--- config.mk ---
export PLATFORM = sky130hd
export DESIGN_NAME = tftp_write_block_receiver
export DESIGN_NICKNAME = d
export VERILOG_FILES = /design/src/hdl/tftp_wbr_pkg.sv /design/src/hdl/tftp_write_block_receiver.sv /design/src/hdl/tftp_wbr_front.sv /design/src/hdl/tftp_wbr_fifo.sv /design/src/hdl/tftp_wbr_back.sv
export SDC_FILE = /design/constraint.sdc
export NUM_CORES = 1
export LEC_CHECK = 0
export CAP_MARGIN = 20
export CORE_ASPECT_RATIO = 1.4
export CORE_MARGIN = 2
export CORE_UTILIZATION = 51
export DETAILED_ROUTE_END_ITERATION = 8
export DONT_BUFFER_PORTS = 1
export PLACE_DENSITY = 0.64
export SYNTH_ARGS = -nofsm -noshare
export SYNTH_HDL_FRONTEND = slang
export SYNTH_SLANG_ARGS = --single-unit
--- constraint.sdc ---
create_clock -name clock -period 7.59 [get_ports clock]
set_input_delay 1.1385 -clock clock [delete_from_list [all_inputs] [get_ports clock]]
set_output_delay 1.1385 -clock clock [all_outputs]
set_load 0.1 [all_outputs]
--- src/hdl/tftp_wbr_pkg.sv ---
// Shared types and constants for the TFTP write block receiver.
// No dependencies; every other file in hdl imports this package.
package tftp_wbr_pkg;

   // event codes on the request channel
   localparam logic [1:0] OP_START   = 2'd0;
   localparam logic [1:0] OP_PACKET  = 2'd1;
   localparam logic [1:0] OP_TIMEOUT = 2'd2;

   // TFTP opcodes of interest
   localparam logic [15:0] TFTP_DATA = 16'd3;
   localparam logic [15:0] TFTP_ERR  = 16'd5;

   // TFTP error codes sent
   localparam logic [15:0] ERR_CODE_UNDEF       = 16'd0;
   localparam logic [15:0] ERR_CODE_UNKNOWN_TID = 16'd5;

   localparam logic [1:0] SEND_NONE  = 2'd0;
   localparam logic [1:0] SEND_ACK   = 2'd1;
   localparam logic [1:0] SEND_ERROR = 2'd2;

   localparam logic [2:0] ST_IDLE        = 3'd0;
   localparam logic [2:0] ST_RECEIVING   = 3'd1;
   localparam logic [2:0] ST_DONE        = 3'd2;
   localparam logic [2:0] ST_ABORT_PEER  = 3'd3;
   localparam logic [2:0] ST_ABORT_RETRY = 3'd4;

   localparam logic [7:0] MAX_RETRIES_RESET = 8'd10;
   localparam logic [9:0] HEADER_BYTES      = 10'd4;

   typedef struct packed {
      logic [1:0]  op;
      logic [15:0] src_port;
      logic [15:0] pkt_opcode;
      logic [15:0] pkt_block;
      logic [9:0]  pkt_len;
   } req_type;

   typedef struct packed {
      logic [1:0]  send_kind;
      logic        to_stranger;
      logic [15:0] block_or_code;
      logic        commit_payload;
      logic [9:0]  payload_len;
      logic [2:0]  status;
      logic        last;
   } rsp_type;

   // one decision from the front; stranger entries expand to ERROR 5 then rsp
   typedef struct packed {
      logic    stranger;
      rsp_type rsp;
   } entry_type;

   typedef struct packed {
      logic full;
      logic empty;
   } q_status_type;

endpackage

--- src/hdl/tftp_write_block_receiver.sv ---
// TFTP write block receiver: stop-and-wait server side decision engine.
// An accepted event is written into the queue, then loaded into the output register.
// Throughput: one event per cycle; a stranger-port packet puts two result items
// through the output register (ERROR then ACK). Events stall only on a full queue.
// Reset (synchronous): idle, block 0, no client port, retries 0, max 10.
// Depends on tftp_wbr_pkg, tftp_wbr_front, tftp_wbr_fifo, tftp_wbr_back.
module tftp_write_block_receiver #(
   parameter int PACKET_BYTES = 516,
   parameter int QUEUE_DEPTH  = 4
) (
   input  logic                  clock,
   input  logic                  reset,
   input  logic                  req_valid,
   output logic                  req_stall,
   input  tftp_wbr_pkg::req_type req_data,
   output logic                  rsp_valid,
   input  logic                  rsp_stall,
   output tftp_wbr_pkg::rsp_type rsp_data,
   input  logic                  csr_wr_en,
   input  logic [7:0]            csr_wr_data
);
   import tftp_wbr_pkg::*;

   logic         push;
   logic         pop;
   entry_type    push_data;
   entry_type    head;
   q_status_type q_status;

   tftp_wbr_front #(
      .PACKET_BYTES(PACKET_BYTES)
   ) u_front (
      .clock      (clock),
      .reset      (reset),
      .req_valid  (req_valid),
      .req_stall  (req_stall),
      .req_data   (req_data),
      .csr_wr_en  (csr_wr_en),
      .csr_wr_data(csr_wr_data),
      .q_status   (q_status),
      .push       (push),
      .push_data  (push_data)
   );

   tftp_wbr_fifo #(
      .DEPTH(QUEUE_DEPTH)
   ) u_fifo (
      .clock    (clock),
      .reset    (reset),
      .push     (push),
      .push_data(push_data),
      .pop      (pop),
      .head     (head),
      .q_status (q_status)
   );

   tftp_wbr_back u_back (
      .clock    (clock),
      .reset    (reset),
      .head     (head),
      .q_status (q_status),
      .pop      (pop),
      .rsp_valid(rsp_valid),
      .rsp_stall(rsp_stall),
      .rsp_data (rsp_data)
   );

endmodule

--- src/hdl/tftp_wbr_front.sv ---
// Front end: accepts events, holds the session state and classifies each
// event into a queue entry. Depends on tftp_wbr_pkg.
module tftp_wbr_front #(
   parameter int PACKET_BYTES = 516
) (
   input  logic                     clock,
   input  logic                     reset,
   input  logic                     req_valid,
   output logic                     req_stall,
   input  tftp_wbr_pkg::req_type    req_data,
   input  logic                     csr_wr_en,
   input  logic [7:0]               csr_wr_data,
   input  tftp_wbr_pkg::q_status_type q_status,
   output logic                     push,
   output tftp_wbr_pkg::entry_type  push_data
);
   import tftp_wbr_pkg::*;

   localparam int LW = ($clog2(PACKET_BYTES + 1) > 10) ? $clog2(PACKET_BYTES + 1) : 10;
   localparam logic [LW-1:0] PKT_BYTES_C = LW'(PACKET_BYTES);
   localparam logic [LW-1:0] LEN_MIN_C   = LW'(4);

   logic        phase_ff, phase_in;
   logic [15:0] exp_ff, exp_in;
   logic [15:0] port_ff, port_in;
   logic [7:0]  retry_ff, retry_in;
   logic [7:0]  max_ff;

   logic          accept;
   logic          retry_lt;
   logic [15:0]   exp_next;
   logic [LW-1:0] len_ext;
   logic          data_ok;
   logic          short_blk;

   assign req_stall = q_status.full;
   assign accept    = req_valid && !req_stall;
   assign retry_lt  = retry_ff < max_ff;
   assign exp_next  = exp_ff + 16'd1;
   assign len_ext   = LW'(req_data.pkt_len);
   assign data_ok   = (req_data.pkt_opcode == TFTP_DATA) &&
                      (len_ext inside {[LEN_MIN_C:PKT_BYTES_C]}) &&
                      (req_data.pkt_block == exp_next);
   assign short_blk = len_ext < PKT_BYTES_C;

   always_comb begin
      phase_in  = phase_ff;
      exp_in    = exp_ff;
      port_in   = port_ff;
      retry_in  = retry_ff;
      push      = 1'b0;
      push_data = '0;
      push_data.rsp.last = 1'b1;
      if (accept) begin
         case (req_data.op)
            OP_START: begin
               phase_in = 1'b1;
               exp_in   = '0;
               port_in  = '0;
               retry_in = '0;
               push     = 1'b1;
               push_data.rsp.send_kind = SEND_ACK;
               push_data.rsp.status    = ST_RECEIVING;
            end
            OP_TIMEOUT: begin
               if (phase_ff) begin
                  push = 1'b1;
                  if (retry_lt) begin
                     retry_in = retry_ff + 8'd1;
                     push_data.rsp.send_kind     = SEND_ACK;
                     push_data.rsp.block_or_code = exp_ff;
                     push_data.rsp.status        = ST_RECEIVING;
                  end else begin
                     phase_in = 1'b0;
                     push_data.rsp.send_kind     = SEND_ERROR;
                     push_data.rsp.block_or_code = ERR_CODE_UNDEF;
                     push_data.rsp.status        = ST_ABORT_RETRY;
                  end
               end
            end
            OP_PACKET: begin
               if (phase_ff) begin
                  push = 1'b1;
                  if (port_ff == '0) begin
                     port_in = req_data.src_port;
                  end
                  if (port_ff != '0 && port_ff != req_data.src_port) begin
                     // stranger: back end adds the ERROR 5 ahead of this ACK
                     push_data.stranger          = 1'b1;
                     push_data.rsp.send_kind     = SEND_ACK;
                     push_data.rsp.block_or_code = exp_ff;
                     push_data.rsp.status        = ST_RECEIVING;
                  end else if (data_ok) begin
                     exp_in   = req_data.pkt_block;
                     retry_in = '0;
                     if (short_blk) begin
                        phase_in = 1'b0;
                     end
                     push_data.rsp.send_kind      = SEND_ACK;
                     push_data.rsp.block_or_code  = req_data.pkt_block;
                     push_data.rsp.commit_payload = 1'b1;
                     push_data.rsp.payload_len    = req_data.pkt_len - HEADER_BYTES;
                     push_data.rsp.status         = short_blk ? ST_DONE : ST_RECEIVING;
                  end else if (req_data.pkt_opcode == TFTP_ERR) begin
                     phase_in = 1'b0;
                     push_data.rsp.send_kind = SEND_NONE;
                     push_data.rsp.status    = ST_ABORT_PEER;
                  end else begin
                     if (retry_lt) begin
                        retry_in = retry_ff + 8'd1;
                     end
                     push_data.rsp.send_kind     = SEND_ACK;
                     push_data.rsp.block_or_code = exp_ff;
                     push_data.rsp.status        = ST_RECEIVING;
                  end
               end
            end
            default: begin
            end
         endcase
      end
   end

   always_ff @(posedge clock) begin
      if (reset) begin
         phase_ff <= 1'b0;
         exp_ff   <= '0;
         port_ff  <= '0;
         retry_ff <= '0;
         max_ff   <= MAX_RETRIES_RESET;
      end else begin
         phase_ff <= phase_in;
         exp_ff   <= exp_in;
         port_ff  <= port_in;
         retry_ff <= retry_in;
         if (csr_wr_en) begin
            max_ff <= csr_wr_data;
         end
      end
   end

endmodule

--- src/hdl/tftp_wbr_fifo.sv ---
// Small register queue between front and back ends.
// Depends on tftp_wbr_pkg.
module tftp_wbr_fifo #(
   parameter int DEPTH = 4
) (
   input  logic                       clock,
   input  logic                       reset,
   input  logic                       push,
   input  tftp_wbr_pkg::entry_type    push_data,
   input  logic                       pop,
   output tftp_wbr_pkg::entry_type    head,
   output tftp_wbr_pkg::q_status_type q_status
);
   import tftp_wbr_pkg::*;

   localparam int PW = (DEPTH > 1) ? $clog2(DEPTH) : 1;
   localparam int CW = $clog2(DEPTH + 1);
   localparam logic [PW-1:0] LAST_PTR = PW'(DEPTH - 1);
   localparam logic [CW-1:0] DEPTH_C  = CW'(DEPTH);

   entry_type     mem_ff [DEPTH];
   logic [PW-1:0] wr_ptr_ff, wr_ptr_in;
   logic [PW-1:0] rd_ptr_ff, rd_ptr_in;
   logic [CW-1:0] count_ff, count_in;

   assign head           = mem_ff[rd_ptr_ff];
   assign q_status.full  = count_ff == DEPTH_C;
   assign q_status.empty = count_ff == '0;

   always_comb begin
      wr_ptr_in = wr_ptr_ff;
      rd_ptr_in = rd_ptr_ff;
      count_in  = count_ff;
      if (push) begin
         wr_ptr_in = (wr_ptr_ff == LAST_PTR) ? '0 : wr_ptr_ff + PW'(1);
      end
      if (pop) begin
         rd_ptr_in = (rd_ptr_ff == LAST_PTR) ? '0 : rd_ptr_ff + PW'(1);
      end
      if (push && !pop) begin
         count_in = count_ff + CW'(1);
      end else if (pop && !push) begin
         count_in = count_ff - CW'(1);
      end
   end

   always_ff @(posedge clock) begin
      if (reset) begin
         wr_ptr_ff <= '0;
         rd_ptr_ff <= '0;
         count_ff  <= '0;
      end else begin
         wr_ptr_ff <= wr_ptr_in;
         rd_ptr_ff <= rd_ptr_in;
         count_ff  <= count_in;
      end
   end

   always_ff @(posedge clock) begin
      if (push) begin
         mem_ff[wr_ptr_ff] <= push_data;
      end
   end

endmodule

--- src/hdl/tftp_wbr_back.sv ---
// Back end: expands queue entries into result items and holds the
// output register. Depends on tftp_wbr_pkg.
module tftp_wbr_back (
   input  logic                       clock,
   input  logic                       reset,
   input  tftp_wbr_pkg::entry_type    head,
   input  tftp_wbr_pkg::q_status_type q_status,
   output logic                       pop,
   output logic                       rsp_valid,
   input  logic                       rsp_stall,
   output tftp_wbr_pkg::rsp_type      rsp_data
);
   import tftp_wbr_pkg::*;

   logic    rsp_valid_ff, rsp_valid_in;
   rsp_type rsp_data_ff, rsp_data_in;
   logic    second_ff, second_in;
   logic    load;
   rsp_type err_rsp;

   assign load = !rsp_valid_ff || !rsp_stall;

   always_comb begin
      err_rsp               = '0;
      err_rsp.send_kind     = SEND_ERROR;
      err_rsp.to_stranger   = 1'b1;
      err_rsp.block_or_code = ERR_CODE_UNKNOWN_TID;
      err_rsp.status        = ST_RECEIVING;
      err_rsp.last          = 1'b0;
   end

   always_comb begin
      rsp_valid_in = rsp_valid_ff;
      rsp_data_in  = rsp_data_ff;
      second_in    = second_ff;
      pop          = 1'b0;
      if (load) begin
         if (q_status.empty) begin
            rsp_valid_in = 1'b0;
         end else if (head.stranger && !second_ff) begin
            // head stays queued until its ACK half goes out
            rsp_valid_in = 1'b1;
            rsp_data_in  = err_rsp;
            second_in    = 1'b1;
         end else begin
            rsp_valid_in = 1'b1;
            rsp_data_in  = head.rsp;
            second_in    = 1'b0;
            pop          = 1'b1;
         end
      end
   end

   always_ff @(posedge clock) begin
      if (reset) begin
         rsp_valid_ff <= 1'b0;
         second_ff    <= 1'b0;
      end else begin
         rsp_valid_ff <= rsp_valid_in;
         second_ff    <= second_in;
      end
   end

   always_ff @(posedge clock) begin
      rsp_data_ff <= rsp_data_in;
   end

   assign rsp_valid = rsp_valid_ff;
   assign rsp_data  = rsp_data_ff;

endmodule
# [After elaboration in Yosys (flattened, before gate mapping)]
# Memories as Yosys holds them, arrays and structs flattened. A register that Yosys moved wholly into a read port is not among the register bits.
# Cells that the tools add are included.
[word_totals] out_inout_bits=36 in_bits=73 regBits=92 n_memories=1 mem_bits_rw=132
[memory_table] memory="u_fifo.mem_ff" depth=4 word_bits=33 rd=1 rd_ports_with_merged_regs=1 write_ports=1 line_no="tftp_wbr_fifo.sv:21" source="entry_type mem_ff [DEPTH];"
[op_classes] muxes=66 n_addsub=7 n_eq_ne=15 order_cmp=4 bitwise=1 n_reduce_logical=28
[ops] operator="two-way mux 16 bit" count=10
[ops] operator="case mux 16 bit (2 select lines)" count=3
[ops] operator="two-way mux 30 bit" count=2
[ops] operator="two-way mux 8 bit" count=6
[ops] operator="two-way mux 11 bit" count=3
[ops] operator="two-way mux 3 bit" count=8
[ops] operator="case mux 8 bit (3 select lines)" count=1
[ops] operator="two-way mux 2 bit" count=10
[ops] operator="two-way mux 1 bit" count=19
[ops] operator="adder 16 x 1 -> 16 bit, second input constant" count=1
[ops] operator="equality test 16 bit" count=1
[ops] operator="equality test 16 x 2 -> 1 bit, second input constant" count=1
[ops] operator="equality test 16 x 3 -> 1 bit, second input constant" count=1
[ops] operator="zero test 16 bit" count=1
[ops] operator="inequality test 16 bit" count=1
[ops] operator="nonzero test 16 bit" count=1
[ops] operator=">= comparator 10 x 3 -> 1 bit, second input constant" count=1
[ops] operator="<= comparator 10 bit, second input constant" count=1
[ops] operator="less-than comparator 10 bit, second input constant" count=1
[ops] operator="subtractor 10 x 3 -> 10 bit, second input constant" count=1
[ops] operator="case mux 3 bit (3 select lines)" count=1
[ops] operator="adder 8 x 1 -> 8 bit, second input constant" count=1
[ops] operator="logical AND 1 bit" count=8
[ops] operator="less-than comparator 8 bit" count=1
[ops] operator="other kinds (24)" count=37

# [Longest topological paths before layout]
# Gate-level depths: netlist of the first run.
[logic_depth] ltp_word=9 ltp_mapped=12 depth_no_buf=10

# [Hierarchy]
# From an unflattened synthesis of the first run, not the netlist that was laid out.
[unflattened] cells_unflattened=769 hier_area_um2=10555.1
[by_module_without_submodules] module="tftp_wbr_fifo" n_inst=1 cells_per_inst=227 area_each_um2=5542.8 seq_area_each_um2=4384.2
[by_module_without_submodules] module="tftp_wbr_front" n_inst=1 cells_per_inst=461 area_each_um2=3668.5 seq_area_each_um2=980.9
[by_module_without_submodules] module="tftp_wbr_back" n_inst=1 cells_per_inst=81 area_each_um2=1343.8 seq_area_each_um2=1061.0

# [Worst setup path after synthesis of the first run]
# Ideal clock, no wire load.
[synth_timing] path_type="reg2reg" startpoint="register u_fifo.count_ff[1]" endpoint="memory u_fifo.mem_ff[0][10] in the netlist's numbering, data pin" setup_slack_ns=3.044 path_stages_with_launch=10 setup_ns=0.271 n_path_buf=3 synth_period_minus_slack_ns=4.546 required_time_ns=7.319 t_arrival_ns=4.276 path_cell_list="dfxtp_1 -> nor3b_1 -> or3b_2 -> clkbuf_1 -> a21o_1 -> clkbuf_1 -> clkbuf_1 -> nor2_1 -> nand2_1 -> nor2_1"
[synth_lines] element="start: declaration" line_no="tftp_wbr_fifo.sv:24" source="logic [CW-1:0] count_ff, count_in;"
[synth_lines] element="start signal: assignment" line_no="tftp_wbr_fifo.sv:55" source="count_ff <= count_in;"
[synth_lines] element="end: declaration" line_no="tftp_wbr_fifo.sv:21"

# [Worst setup path in the final report of the first run]
[layout_timing] startpoint="register u_front.exp_ff[0]" endpoint="register u_front.exp_ff[0]"
[layout_between] elab_chain_len=5
[layout_lines] element="start: declaration" line_no="tftp_wbr_front.sv:24" source="logic [15:0] exp_ff, exp_in;"
[layout_lines] element="start signal: assignment" line_no="tftp_wbr_front.sv:133" source="exp_ff <= exp_in;"
[layout_lines] element="adder 16 x 1 -> 16 bit" line_no="tftp_wbr_front.sv:39" source="assign exp_next = exp_ff + 16'd1;"
[layout_lines] element="equality test 16 bit" line_no="tftp_wbr_front.sv:43" source="(req_data.pkt_block == exp_next);"
[layout_lines] element="logical AND 1 bit" line_no="tftp_wbr_front.sv:42" source="(len_ext inside {[LEN_MIN_C:PKT_BYTES_C]}) &&"
[layout_lines] element="inequality test 2 x 1 -> 1 bit (no line)"
[layout_lines] element="AND reduction 5 bit (no line)"
# Every way passes these cells.
# A chain may end at the register's enable or synchronous reset.

==> impl_metrics.sql, run 1 <==
INSERT INTO impl_metrics (metric_group, metric, value, unit) VALUES
('yosys', 'synthDominantCellAreaShare', '45.6', '%'),
('worst_setup_path', 'worst_path_required', '8030', 'ps'),
('yosys', 'synth.ff_latch_count', '222', ''),
('detailed_routing', 'viasPerCell', '6.16', ''),
('sta', 'max-slew-margin-rel', '30.2', '%'),
('clock_tree', 'cts_tree', 'done', ''),
('global_route', 'globalRoute.totalOverflow', '0', ''),
('worst_setup_path', 'r2r_end', 'u_front.exp_ff[0]', ''),
('yosys', 'synth_top_cell_by_area', 'sky130_fd_sc_hd__edfxtp_1', ''),
('placement', 'detailed_place_hpwl', '15500', 'um'),
('global_route', 'grt_max_degree', '55', ''),
('worst_setup_path', 'critical_path_buf_inv_count', '0', ''),
('power_and_ir_drop', 'power.density', '343', 'nW/um2'),
('cells_and_area', 'layout.cells.most_common_list', 'sky130_fd_sc_hd__edfxtp_1, sky130_fd_sc_hd__dfxtp_1, sky130_fd_sc_hd__nand2_1', ''),
('job', 'maxCapViolCount', '0', ''),
('min_path', 'hold_path_class', 'register to register', ''),
('yosys', 'postSynth.asyncResetShare', '0', '%'),
('sta', 'min_period_over_period', '52.3', '%'),
('worst_setup_path', 'chain_of_cells_forming_the_critical_path', 'ha_1 > nand2_1 > or3_1 > a22oi_1 > and4_1 > nand4_4 > nor4_4 > a21bo_2', ''),
('yosys', 'netlist_top_cells_area', 'sky130_fd_sc_hd__edfxtp_1, sky130_fd_sc_hd__dfxtp_1, sky130_fd_sc_hd__mux4_2, sky130_fd_sc_hd__ha_1, sky130_fd_sc_hd__xor2_1', ''),
('clock_tree', 'cts-htree-levels', '1', ''),
('clock_tree', 'clockRootBuffer', 'sky130_fd_sc_hd__clkbuf_16', ''),
('clock_tree', 'ctsLongestPathBuffers', '3', ''),
('worst_setup_path', 'setup.worst_path.class', 'register to register', ''),
('yosys', 'syn-instance-count', '842', ''),
('clock_tree', 'clk_pin_slew', '60', 'ps'),
('sta', 'tightest_pin_transition', '1050', 'ps'),
('sta', 'max_slew_vio_count', '0', ''),
('yosys', 'synth_cell_type_count', '66', ''),
('worst_setup_path', 'setup.reg_to_reg.worst_slack', '3620', 'ps'),
('yosys', 'synth.yosys.seq_area_share', '56.8', '%'),
('sta', 'fin_setup_tns', '0', 'ps'),
('min_path', 'hold-path-endpoint', 'u_front.port_ff[7]', ''),
('detailed_routing', 'postRouteAntennaNets', '0', ''),
('yosys', 'synthesis.yosys.warnings', '0', ''),
('sta', 'hold_violations', '0', ''),
('sta', 'setup_violations', '0', ''),
('clock_tree', 'cts_hold_repair.buffers', '0', ''),
('detailed_routing', 'dr.first_iter.drc_count', '437', ''),
('die', 'design.core.area', '20600', 'um2'),
('sta', 'setup_repair_after_global_routing_missed_its_margin', 'false', ''),
('clock_tree', 'clkSinkCount', '222', ''),
('detailed_routing', 'vias', '6713', ''),
('die', 'num_rows', '62', ''),
('yosys', 'avgSynthCellArea', '12.7', 'um2'),
('cells_and_area', 'n_antenna_cell', '0', ''),
('cells_and_area', 'drive_above_1_share', '12.5', '%'),
('sta', 'final.setup_skew', '13.9', 'ps'),
('global_route', 'number_of_global_route_vias_before_repair', '6888', ''),
('cells_and_area', 'layout.nets', '912', ''),
('status', 'run_status', 'finished, final reports clean', ''),
('min_path', 'hp-start', 'u_front.port_ff[7]', ''),
('detailed_routing', 'drc_errors', '0', ''),
('worst_setup_path', 'timing.critical_path.from_type', 'register', ''),
('clock_tree', 'clkLatencyLatePin', '500', 'ps'),
('global_route', 'groute.usage.overall', '20.3', '%'),
('power_and_ir_drop', 'peakVddDrop', '0.182', 'mV'),
('sta', 'finalCriticalPeriod', '3970', 'ps'),
('power_and_ir_drop', 'leakage', '4.09', 'nW'),
('worst_setup_path', 'cell_with_the_largest_stage_delay_on_the_worst_path', 'sky130_fd_sc_hd__nor4_4', ''),
('placement', 'input_output_buffers', '0', ''),
('die', 'fp.dieW', '126', 'um'),
('yosys', 'synth_top_flop_cell', 'sky130_fd_sc_hd__edfxtp_1', ''),
('worst_setup_path', 'cell_family_with_the_largest_share_of_critical_path_delay', 'simple AND/OR/NAND/NOR gates', ''),
('power_and_ir_drop', 'post-layout-total-power', '3.98', 'mW'),
('yosys', 'synth.cell_area', '10700', 'um2'),
('die', 'die_h', '175', 'um'),
('die', 'die_area', '22100', 'um2'),
('placement', 'routabilityCongestion', '0.983', ''),
('detailed_routing', 'drtPass1Iterations', '5', ''),
('cells_and_area', 'layout-area-overhead-vs-synth', '8.70', '%');
-- cells in the mapped netlist (11+ instances only) --
master / instances
sky130_fd_sc_hd__a221o_1: 16
sky130_fd_sc_hd__buf_2: 11
sky130_fd_sc_hd__ha_1: 21
sky130_fd_sc_hd__nor4_1: 15
sky130_fd_sc_hd__a41oi_1: 16
sky130_fd_sc_hd__mux2i_1: 11
sky130_fd_sc_hd__nor2_1: 55
sky130_fd_sc_hd__nand2_1: 58
sky130_fd_sc_hd__a21oi_1: 34
sky130_fd_sc_hd__mux4_2: 32
sky130_fd_sc_hd__nand3_1: 23
sky130_fd_sc_hd__clkbuf_1: 41
sky130_fd_sc_hd__dfxtp_1: 60
sky130_fd_sc_hd__and2_1: 24
sky130_fd_sc_hd__o2111a_1: 16
sky130_fd_sc_hd__xnor2_1: 15
sky130_fd_sc_hd__o21ai_0: 14
sky130_fd_sc_hd__xor2_1: 29
sky130_fd_sc_hd__edfxtp_1: 162
sky130_fd_sc_hd__inv_1: 20
sky130_fd_sc_hd__a21o_1: 19
sky130_fd_sc_hd__nor2b_1: 33
-- through the flow --
| stage | std cells | util (%) | hold slack (ps) | instance area [um2] | worst slack (ps) |
|---|---|---|---|---|---|
| detailed placement | 1048 | 52.8 | 472 | 10800 | 3240 |
| global route | 1089 | 56.5 | 506 | 11600 | 3420 |
| global placement | 1048 | 52.8 | 461 | 10800 | 3340 |
| CTS | 1088 | 56.4 | 479 | 11600 | 3710 |
| finish | 1089 | 56.5 | 478 | 11600 | 3620 |
| floorplan | 842 | - | 456 | 10700 | 3040 |
-- sequential cells by signal, indices dropped and copies added (netlist names), 2 cells and up, named ones only --
register          cells
u_fifo.mem_ff       128
u_back.rsp_data      34
u_front.exp_ff       16
u_front.port_ff      16
u_front.max_ff        8
u_front.retry_ff      8
u_fifo.count_ff       3
u_fifo.rd_ptr_ff      2
u_fifo.wr_ptr_ff      2
-- cell families (layout without fill, tap and decap cells) --
kind of cell,after synthesis,count (layout),synth area share (%)
AOI/OAI and AO/OA,158,158,11.8
xor gates and xnor gates,45,45,3.83
adders and majority gates,22,22,2.65
buffers and inverters,77,68,3.01
DFF,222,222,56.8
muxes,44,44,7.89
and+or+nand+nor,274,274,14.0
-- per-layer routing --
| metal | global-route usage, % | wire, um | vias to the layer above |
|---|---|---|---|
| li1 | - | - | 3148 |
| met2 | 37.2 | 11900 | 189 |
| met3 | 3.52 | 1080 | 46 |
| met1 | 23.8 | 9040 | 3330 |
| met4 | 7.10 | 678 | 0 |
| met5 | 0 | 0 | - |
-- worst reg2reg max path: cells and delay by family, from the launching register on --
family	cells	cell delay, ps
DFF	1	540
AOI/OAI and AO/OA	2	690
adders and majority gates	1	320
and+or+nand+nor	5	2370
-- power breakdown --
group	total [mW]	switching [mW]	internal [mW]	leakage, nW
clock	1.13	0.441	0.690	0.366
combinational	0.585	0.337	0.248	1.80
sequential	2.27	0.759	1.51	1.92
-- final cells by class --
cell class / instances / area, um2
fill: 1637 / 8950
sequential: 222 / 6070
multi-input combinational: 543 / 4310
clock buffer: 28 / 594
tap: 256 / 320
clock inverter: 12 / 159
inverter: 21 / 78.8
timing repair buffer: 7 / 72.6
-- how the worst max path moves through the flow --
stage | start | depth (start not counted) | slack [ps] | endpoint
global placement | req_data[59] | 8 | 3340 | u_fifo.mem_ff[0][24]
floorplan | u_fifo.count_ff[1] | 9 | 3040 | u_fifo.mem_ff[0][10]
global route | u_front.exp_ff[0] | 8 | 3420 | u_front.exp_ff[5]
detailed placement | req_data[59] | 8 | 3240 | u_fifo.mem_ff[1][21]
CTS | u_front.exp_ff[0] | 8 | 3710 | u_front.exp_ff[0]
finish | u_front.exp_ff[0] | 8 | 3620 | u_front.exp_ff[0]
(Power assumes the default switching activity.)
==> run 2, diff against run 1 <==
- ABC_AREA: not set -> 1
- PLACE_DENSITY: 0.64 -> 0.67
- clock period: 7.59 -> 3.45 ns (I/O delays scaled with it)
==> run 2 against run 1 <==
Net effect: synthesized area grew 0.52%; global-route usage rose by 0.96 points; register-to-register slack got worse by 3100 ps; utilization rose by 0.54 points; critical endpoint is now u_fifo.mem_ff[3][0]; setup slack got worse by 3100 ps; via count up 19%; clock-buffer cell count increased by 1; largest power group unchanged; sequential power rose by 120%; fmax increased by 37%; sequential cell count did not move.
==> impl_metrics.sql, run 2 <==
INSERT INTO impl_metrics (metric_group, metric, value, unit) VALUES
('sta', 'hold_violations', '0', ''),
('yosys', 'syn-instance-count', '1225', ''),
('yosys', 'synth_top_cell_by_area', 'sky130_fd_sc_hd__edfxtp_1', ''),
('sta', 'tightest_pin_transition', '915', 'ps'),
('clock_tree', 'cts_buffers', '23', ''),
('clock_tree', 'cts_hold_repair.buffers', '0', ''),
('clock_tree', 'clockRootBuffer', 'sky130_fd_sc_hd__clkbuf_16', ''),
('yosys', 'main_combinational_cell_family_by_area_after_synthesis', 'simple AND/OR/NAND/NOR gates', ''),
('detailed_routing', 'drc_errors', '0', ''),
('yosys', 'post-synth-top-count-cell', 'sky130_fd_sc_hd__nand2_1', ''),
('cells_and_area', 'largest-register', 'u_fifo.mem_ff', ''),
('global_route', 'global_route_wire_length_before_repair', '38100', 'um'),
('yosys', 'netlist_top_cells_area', 'sky130_fd_sc_hd__edfxtp_1, sky130_fd_sc_hd__nand2_1, sky130_fd_sc_hd__dfxtp_1, sky130_fd_sc_hd__nor2_1, sky130_fd_sc_hd__inv_1', ''),
('yosys', 'synth_top_flop_cell', 'sky130_fd_sc_hd__edfxtp_1', ''),
('min_path', 'hold_path_class', 'primary input to register', ''),
('cells_and_area', 'layout.nets', '1316', ''),
('cells_and_area', 'max_ffs_per_register', '128', ''),
('worst_setup_path', 'worst_path_required', '3680', 'ps'),
('sta', 'setup_repair_after_global_routing_missed_its_margin', 'false', ''),
('worst_setup_path', 'chain_of_cells_forming_the_critical_path', 'ha_1 > nand2_1 > nor2_2 > nand3_2 > xor2_1 > nand2_1 > nor2_4 > nand2_4 > nor2_4 > nand2_1 > a21oi_1 > a21oi_1', ''),
('global_route', 'groute.usage.overall', '21.3', '%'),
('sta', 'fin_setup_tns', '0', 'ps'),
('die', 'die_area', '22200', 'um2'),
('power_and_ir_drop', 'power.density', '789', 'nW/um2'),
('yosys', 'synthXorXnorAreaFrac', '2.20', '%'),
('sta', 'min_period_over_period', '83.8', '%'),
('yosys', 'synth_cell_type_count', '38', ''),
('worst_setup_path', 'cell_with_the_largest_stage_delay_on_the_worst_path', 'sky130_fd_sc_hd__dfxtp_1', ''),
('worst_setup_path', 'timing.critical_path.depth', '12', ''),
('yosys', 'mappedNetlistNets', '1320', ''),
('placement', 'input_output_buffers', '0', ''),
('global_route', 'number_of_global_route_vias_before_repair', '7715', ''),
('worst_setup_path', 'critical_path_buf_inv_count', '0', ''),
('detailed_routing', 'drtPass1Iterations', '6', ''),
('yosys', 'share_of_synthesized_cell_area_in_and_or_nand_and_nor_gates', '22.7', '%'),
('sta', 'finalCriticalPeriod', '2890', 'ps'),
('status', 'run_status', 'finished, final reports clean', ''),
('yosys', 'synth_edf_count', '162', ''),
('worst_setup_path', 'crit_fanout', '17', ''),
('yosys', 'synth.cell_area', '10700', 'um2'),
('power_and_ir_drop', 'peakVddDrop', '0.428', 'mV'),
('global_route', 'number_of_antenna_violations_at_the_first_check_in_global_routing', '0', ''),
('yosys', 'synth_compound_area_share', '9.33', '%'),
('clock_tree', 'post_cts_resize_count', '0', ''),
('worst_setup_path', 'timing.critical_path.from_type', 'register', ''),
('detailed_routing', 'route.detailed.wl_per_inst', '15.7', 'um'),
('sta', 'max-slew-margin-rel', '39.1', '%'),
('detailed_routing', 'viasPerCell', '5.35', ''),
('die', 'top_level_ports', '109', ''),
('cells_and_area', 'layout.cells.most_common', 'sky130_fd_sc_hd__nand2_1', ''),
('worst_setup_path', 'worst_setup_path_end_kind', 'register', ''),
('sta', 'max_freq', '0.346', 'GHz'),
('placement', 'detailed_place_hpwl', '15600', 'um'),
('clock_tree', 'clkSinkCount', '222', ''),
('sta', 'setup_violations', '0', ''),
('sta', 'fin_hold_ws', '74.9', 'ps'),
('yosys', 'synth.yosys.seq_area_share', '56.5', '%'),
('yosys', 'postSynth.asyncResetShare', '0', '%'),
('worst_setup_path', 'setup.worst_path.class', 'register to register', ''),
('yosys', 'synth.mux.area_fraction', '0', '%'),
('yosys', 'netlist_top_cells_count', 'sky130_fd_sc_hd__nand2_1, sky130_fd_sc_hd__nor2_1, sky130_fd_sc_hd__edfxtp_1, sky130_fd_sc_hd__inv_1, sky130_fd_sc_hd__o21ai_0', ''),
('cells_and_area', 'n_antenna_cell', '0', ''),
('yosys', 'synth.ff_latch_count', '222', ''),
('yosys', 'avgSynthCellArea', '8.76', 'um2'),
('job', 'maxCapViolCount', '0', ''),
('worst_setup_path', 'timing.critical_path.slowest_cell_delay', '460', 'ps'),
('die', 'design.core.area', '20600', 'um2'),
('cells_and_area', 'layout.cells.most_common_list', 'sky130_fd_sc_hd__nand2_1, sky130_fd_sc_hd__nor2_1, sky130_fd_sc_hd__edfxtp_1', ''),
('clock_tree', 'clkLatencyLatePin', '510', 'ps'),
('sta', 'final.setup_skew', '11.0', 'ps'),
('detailed_routing', 'vias', '7980', ''),
('clock_tree', 'cts_post_setup_buffers_inserted', '0', ''),
('detailed_routing', 'detail_route.wirelength', '23400', 'um'),
('die', 'fp.dieW', '127', 'um'),
('worst_setup_path', 'worst_ep_arrival_time', '3120', 'ps'),
('clock_tree', 'cts-htree-levels', '1', ''),
('power_and_ir_drop', 'leakage', '4.69', 'nW'),
('cells_and_area', 'layout-area-overhead-vs-synth', '9.18', '%'),
('yosys', 'synthDominantCellAreaShare', '45.3', '%'),
('die', 'die_h', '176', 'um'),
('global_route', 'globalRoute.totalOverflow', '0', ''),
('die', 'num_rows', '62', ''),
('placement', 'routabilityCongestion', '0.857', ''),
('detailed_routing', 'dr.first_iter.drc_count', '612', ''),
('die', 'starting_utilization_of_the_core_area', '52.2', '%'),
('worst_setup_path', 'worst_path_most_repeated_cell', 'sky130_fd_sc_hd__nand2_1', ''),
('worst_setup_path', 'worst_r2r_path_depth', '12', ''),
('sta', 'max_slew_vio_count', '0', ''),
('clock_tree', 'ctsLongestPathBuffers', '3', ''),
('yosys', 'synthesis.yosys.warnings', '0', ''),
('clock_tree', 'clk_pin_slew', '60', 'ps'),
('worst_setup_path', 'cell_family_with_the_largest_share_of_critical_path_delay', 'simple AND/OR/NAND/NOR gates', ''),
('clock_tree', 'cts_tree', 'done', ''),
('global_route', 'grt_max_degree', '59', ''),
('detailed_routing', 'postRouteAntennaNets', '0', ''),
('min_path', 'timing.hold.worst_path_depth', '1', ''),
('cells_and_area', 'drive_above_1_share', '6.23', '%'),
('yosys', 'synth_fa_ha_area_share', '2.63', '%');
[run 2: per-stage QoR]
step | total power [mW] | instance area, um2 | setup slack, ps | cells | utilization [%]
after floorplan | 6.40 | 10700 | 204 | 1225 | -
after global placement | 6.94 | 11000 | 678 | 1452 | 53.5
after detailed placement | 6.98 | 11000 | 627 | 1452 | 53.5
after CTS | 9.33 | 11700 | 595 | 1492 | 57.0
after global routing | 9.70 | 11700 | 274 | 1492 | 57.0
final | 9.25 | 11700 | 560 | 1492 | 57.0
[run 2: area by class of cell]
cell class | instances | area [um2]
tap | 256 | 320
multi-input combinational | 826 | 3990
clock buffer | 29 | 598
clock inverter | 11 | 111
fill | 1798 | 8840
timing repair buffer | 20 | 150
inverter | 128 | 480
sequential | 222 | 6070
[run 2: final timing paths]
check                        endpoint  slack [ps]              start
setup / recovery  u_fifo.mem_ff[3][0]         560  u_front.exp_ff[0]
hold / removal     u_front.port_ff[5]          70              reset
hold reg to reg     u_front.max_ff[5]         460  u_front.max_ff[5]
setup reg to reg  u_fifo.mem_ff[3][0]         560  u_front.exp_ff[0]
[run 2: cell families (layout without fill, tap and decap cells)]
kind of cell    after synthesis  count (layout)
buf+inv                     177             188
simple gates                592             592
flops                       222             222
compound gates              185             185
xor+xnor                     27              27
fa+ha+maj                    22              22
[run 2: power by group]
group / total (mW) / switching, mW / internal (mW)
Clock: 2.35 / 0.977 / 1.38
Combinational: 1.85 / 1.31 / 0.536
Sequential: 5.05 / 1.68 / 3.36
Total: 9.25 / 3.97 / 5.28
[run 2: layer usage]
metal  global-route usage [%]  up-vias  share of wire [%]
met5                        0        -                  0
met4                     7.46        0                3.2
li1                         -     4030                  -
met1                     25.5     3669                 40
met3                     3.81       47                6.3
met2                     38.2      234                 51
[run 2: worst reg2reg max path: stages (launching register included)]
cell and delay, ps:
sky130_fd_sc_hd__dfxtp_1 460, sky130_fd_sc_hd__ha_1 260, sky130_fd_sc_hd__nand2_1 120, sky130_fd_sc_hd__nor2_2 240, sky130_fd_sc_hd__nand3_2 130, sky130_fd_sc_hd__xor2_1 220
sky130_fd_sc_hd__nand2_1 130, sky130_fd_sc_hd__nor2_4 160, sky130_fd_sc_hd__nand2_4 80, sky130_fd_sc_hd__nor2_4 370, sky130_fd_sc_hd__nand2_1 120, sky130_fd_sc_hd__a21oi_1 190
sky130_fd_sc_hd__a21oi_1 140
==> run 3, diff against run 2 <==
- PLACE_DENSITY: 0.67 -> 0.64
- clock period: 3.45 -> 3 ns (I/O delays scaled with it)
==> run 3 against run 2 <==
Net effect: hold slack lost 54 ps; critical path depth up 2; setup slack worse by 210 ps; sequential share of layout area fell by 0.54 points; global-route usage up 0.36 points; largest cell class unchanged; final cell count grew 0.60%; sequential cell count stayed put; first-iteration DRC count shrank 5.9%; register-to-register slack got worse by 210 ps.
==> impl_metrics.sql, run 3 (synthesized netlist as in run 2, its figures left out) <==
INSERT INTO impl_metrics (metric_group, metric, value, unit) VALUES
('clock_tree', 'cts-htree-levels', '1', ''),
('detailed_routing', 'dr.first_iter.drc_count', '576', ''),
('clock_tree', 'clkSinkCount', '222', ''),
('die', 'num_rows', '62', ''),
('sta', 'hold_violations', '0', ''),
('cells_and_area', 'layout.nets', '1324', ''),
('detailed_routing', 'postRouteAntennaNets', '0', ''),
('detailed_routing', 'route.top_layer_used', 'met4', ''),
('clock_tree', 'post_cts_resize_count', '0', ''),
('clock_tree', 'ctsLongestPathBuffers', '3', ''),
('die', 'starting_utilization_of_the_core_area', '52.2', '%'),
('global_route', 'globalRoute.totalOverflow', '0', ''),
('global_route', 'grt_max_degree', '51', ''),
('sta', 'tightest_pin_transition', '905', 'ps'),
('detailed_routing', 'route.detailed.wl_per_inst', '16.0', 'um'),
('clock_tree', 'clkLatencyLatePin', '500', 'ps'),
('sta', 'max-slew-margin-rel', '39.8', '%'),
('sta', 'finalCriticalPeriod', '2650', 'ps'),
('cells_and_area', 'max_ffs_per_register', '128', ''),
('detailed_routing', 'drtPass1Iterations', '5', ''),
('worst_setup_path', 'worst_ep_arrival_time', '2930', 'ps'),
('die', 'die_area', '22200', 'um2'),
('die', 'top_level_ports', '109', ''),
('sta', 'fin_setup_tns', '0', 'ps'),
('worst_setup_path', 'worst_path_required', '3280', 'ps'),
('clock_tree', 'clockRootBuffer', 'sky130_fd_sc_hd__clkbuf_16', ''),
('cells_and_area', 'layout.cells.most_common', 'sky130_fd_sc_hd__nand2_1', ''),
('global_route', 'global_route_wire_length_before_repair', '38600', 'um'),
('detailed_routing', 'vias', '8066', ''),
('sta', 'min_period_over_period', '88.3', '%'),
('sta', 'setup_violations', '0', ''),
('worst_setup_path', 'worst_setup_path_end_kind', 'register', ''),
('sta', 'max_freq', '0.377', 'GHz'),
('placement', 'detailed_place_hpwl', '15900', 'um'),
('die', 'die_h', '176', 'um'),
('die', 'fp.dieW', '127', 'um'),
('detailed_routing', 'met2RoutedLength', '11900', 'um'),
('sta', 'setup_repair_after_global_routing_missed_its_margin', 'false', ''),
('detailed_routing', 'viasPerCell', '5.37', ''),
('sta', 'final.setup_skew', '9.02', 'ps'),
('placement', 'input_output_buffers', '0', ''),
('cells_and_area', 'layout-area-overhead-vs-synth', '10.3', '%'),
('worst_setup_path', 'crit_fanout', '16', ''),
('global_route', 'number_of_antenna_violations_at_the_first_check_in_global_routing', '0', ''),
('placement', 'routabilityCongestion', '0.853', ''),
('cells_and_area', 'fin_util', '57.6', '%'),
('die', 'design.core.area', '20600', 'um2'),
('detailed_routing', 'dr_wl_met3', '1310', 'um'),
('clock_tree', 'cts_hold_repair.buffers', '2', ''),
('cells_and_area', 'n_antenna_cell', '0', ''),
('clock_tree', 'cts_buffers', '23', ''),
('cells_and_area', 'largest-register', 'u_fifo.mem_ff', ''),
('power_and_ir_drop', 'post-layout-total-power', '10.9', 'mW'),
('worst_setup_path', 'setup.worst_path.class', 'register to register', ''),
('power_and_ir_drop', 'leakage', '4.76', 'nW'),
('job', 'maxCapViolCount', '0', ''),
('clock_tree', 'cts_tree', 'done', ''),
('power_and_ir_drop', 'power.density', '917', 'nW/um2'),
('status', 'run_status', 'finished, final reports clean', ''),
('detailed_routing', 'met1_length', '10200', 'um'),
('min_path', 'hold_path_class', 'primary input to register', ''),
('power_and_ir_drop', 'peakVddDrop', '0.439', 'mV'),
('cells_and_area', 'drive_above_1_share', '6.99', '%'),
('detailed_routing', 'detail_route.wirelength', '24000', 'um'),
('sta', 'max_slew_vio_count', '0', ''),
('global_route', 'groute.usage.overall', '21.6', '%'),
('detailed_routing', 'drc_errors', '0', ''),
('cells_and_area', 'layout.cells.most_common_list', 'sky130_fd_sc_hd__nand2_1, sky130_fd_sc_hd__nor2_1, sky130_fd_sc_hd__edfxtp_1', ''),
('clock_tree', 'cts_post_setup_buffers_inserted', '0', ''),
('worst_setup_path', 'timing.critical_path.from_type', 'register', ''),
('global_route', 'number_of_global_route_vias_before_repair', '7626', ''),
('clock_tree', 'clk_pin_slew', '60', 'ps');
==> run 3: cell count changes in the layout (fill, tap and decap cells not counted), sizes merged <==
cell	change
buf	+6
dlygate4sd3	+2
clkbuf	-2
clkinv	+1
bufinv	+2
==> run 3: worst paths after layout <==
check,cells after the start,start,endpoint,slack [ps]
min,1,reset,u_fifo.wr_ptr_ff[1],20
max,14,u_front.exp_ff[1],u_fifo.mem_ff[3][19],350
min reg2reg,2,u_front.max_ff[7],u_front.max_ff[7],460
max reg2reg,14,u_front.exp_ff[1],u_fifo.mem_ff[3][19],350
==> run 3: where the power goes <==
group	internal [mW]	switching (mW)
Sequential	3.87	1.94
Clock	1.76	1.16
Combinational	0.621	1.52
==> run 3: layout make-up <==
cell class / instances / area [um2]
clock buffer: 27 / 591
clock inverter: 14 / 178
fill: 1807 / 8720
inverter: 128 / 480
multi-input combinational: 826 / 3990
sequential: 222 / 6070
tap: 256 / 320
timing repair buffer: 28 / 215
==> run 3: through the flow <==
stage	instance area (um2)	hold slack, ps	setup slack (ps)	instances
CTS	11800	7.93	367	1501
detailed placement	11100	459	363	1458
floorplan	10800	439	56.4	1225
global placement	11100	454	401	1458
finish	11800	20.9	351	1501
global route	11800	7.62	46.7	1501
==> run 3: per-layer routing <==
metal  vias up  GRT usage (%)
li1       4050              -
met1      3753           27.1
met2       217           37.9
met3        46           3.41
met4         0           7.51
met5         -              0
==> run 3: critical path, cell delays in order, from the launching register on <==
cell                      delay [ps]
sky130_fd_sc_hd__dfxtp_1         410
sky130_fd_sc_hd__ha_1            240
sky130_fd_sc_hd__nand2_1         120
sky130_fd_sc_hd__nor2_2          240
sky130_fd_sc_hd__nand3_2         130
sky130_fd_sc_hd__xor2_1          170
sky130_fd_sc_hd__nand2_1         130
sky130_fd_sc_hd__nor2_4           60
sky130_fd_sc_hd__nand2_4          80
sky130_fd_sc_hd__nand2_1          60
sky130_fd_sc_hd__nand2_2         280
sky130_fd_sc_hd__nand2_1         100
sky130_fd_sc_hd__nand2_1          80
sky130_fd_sc_hd__nand2_1          50
sky130_fd_sc_hd__a21oi_1         270
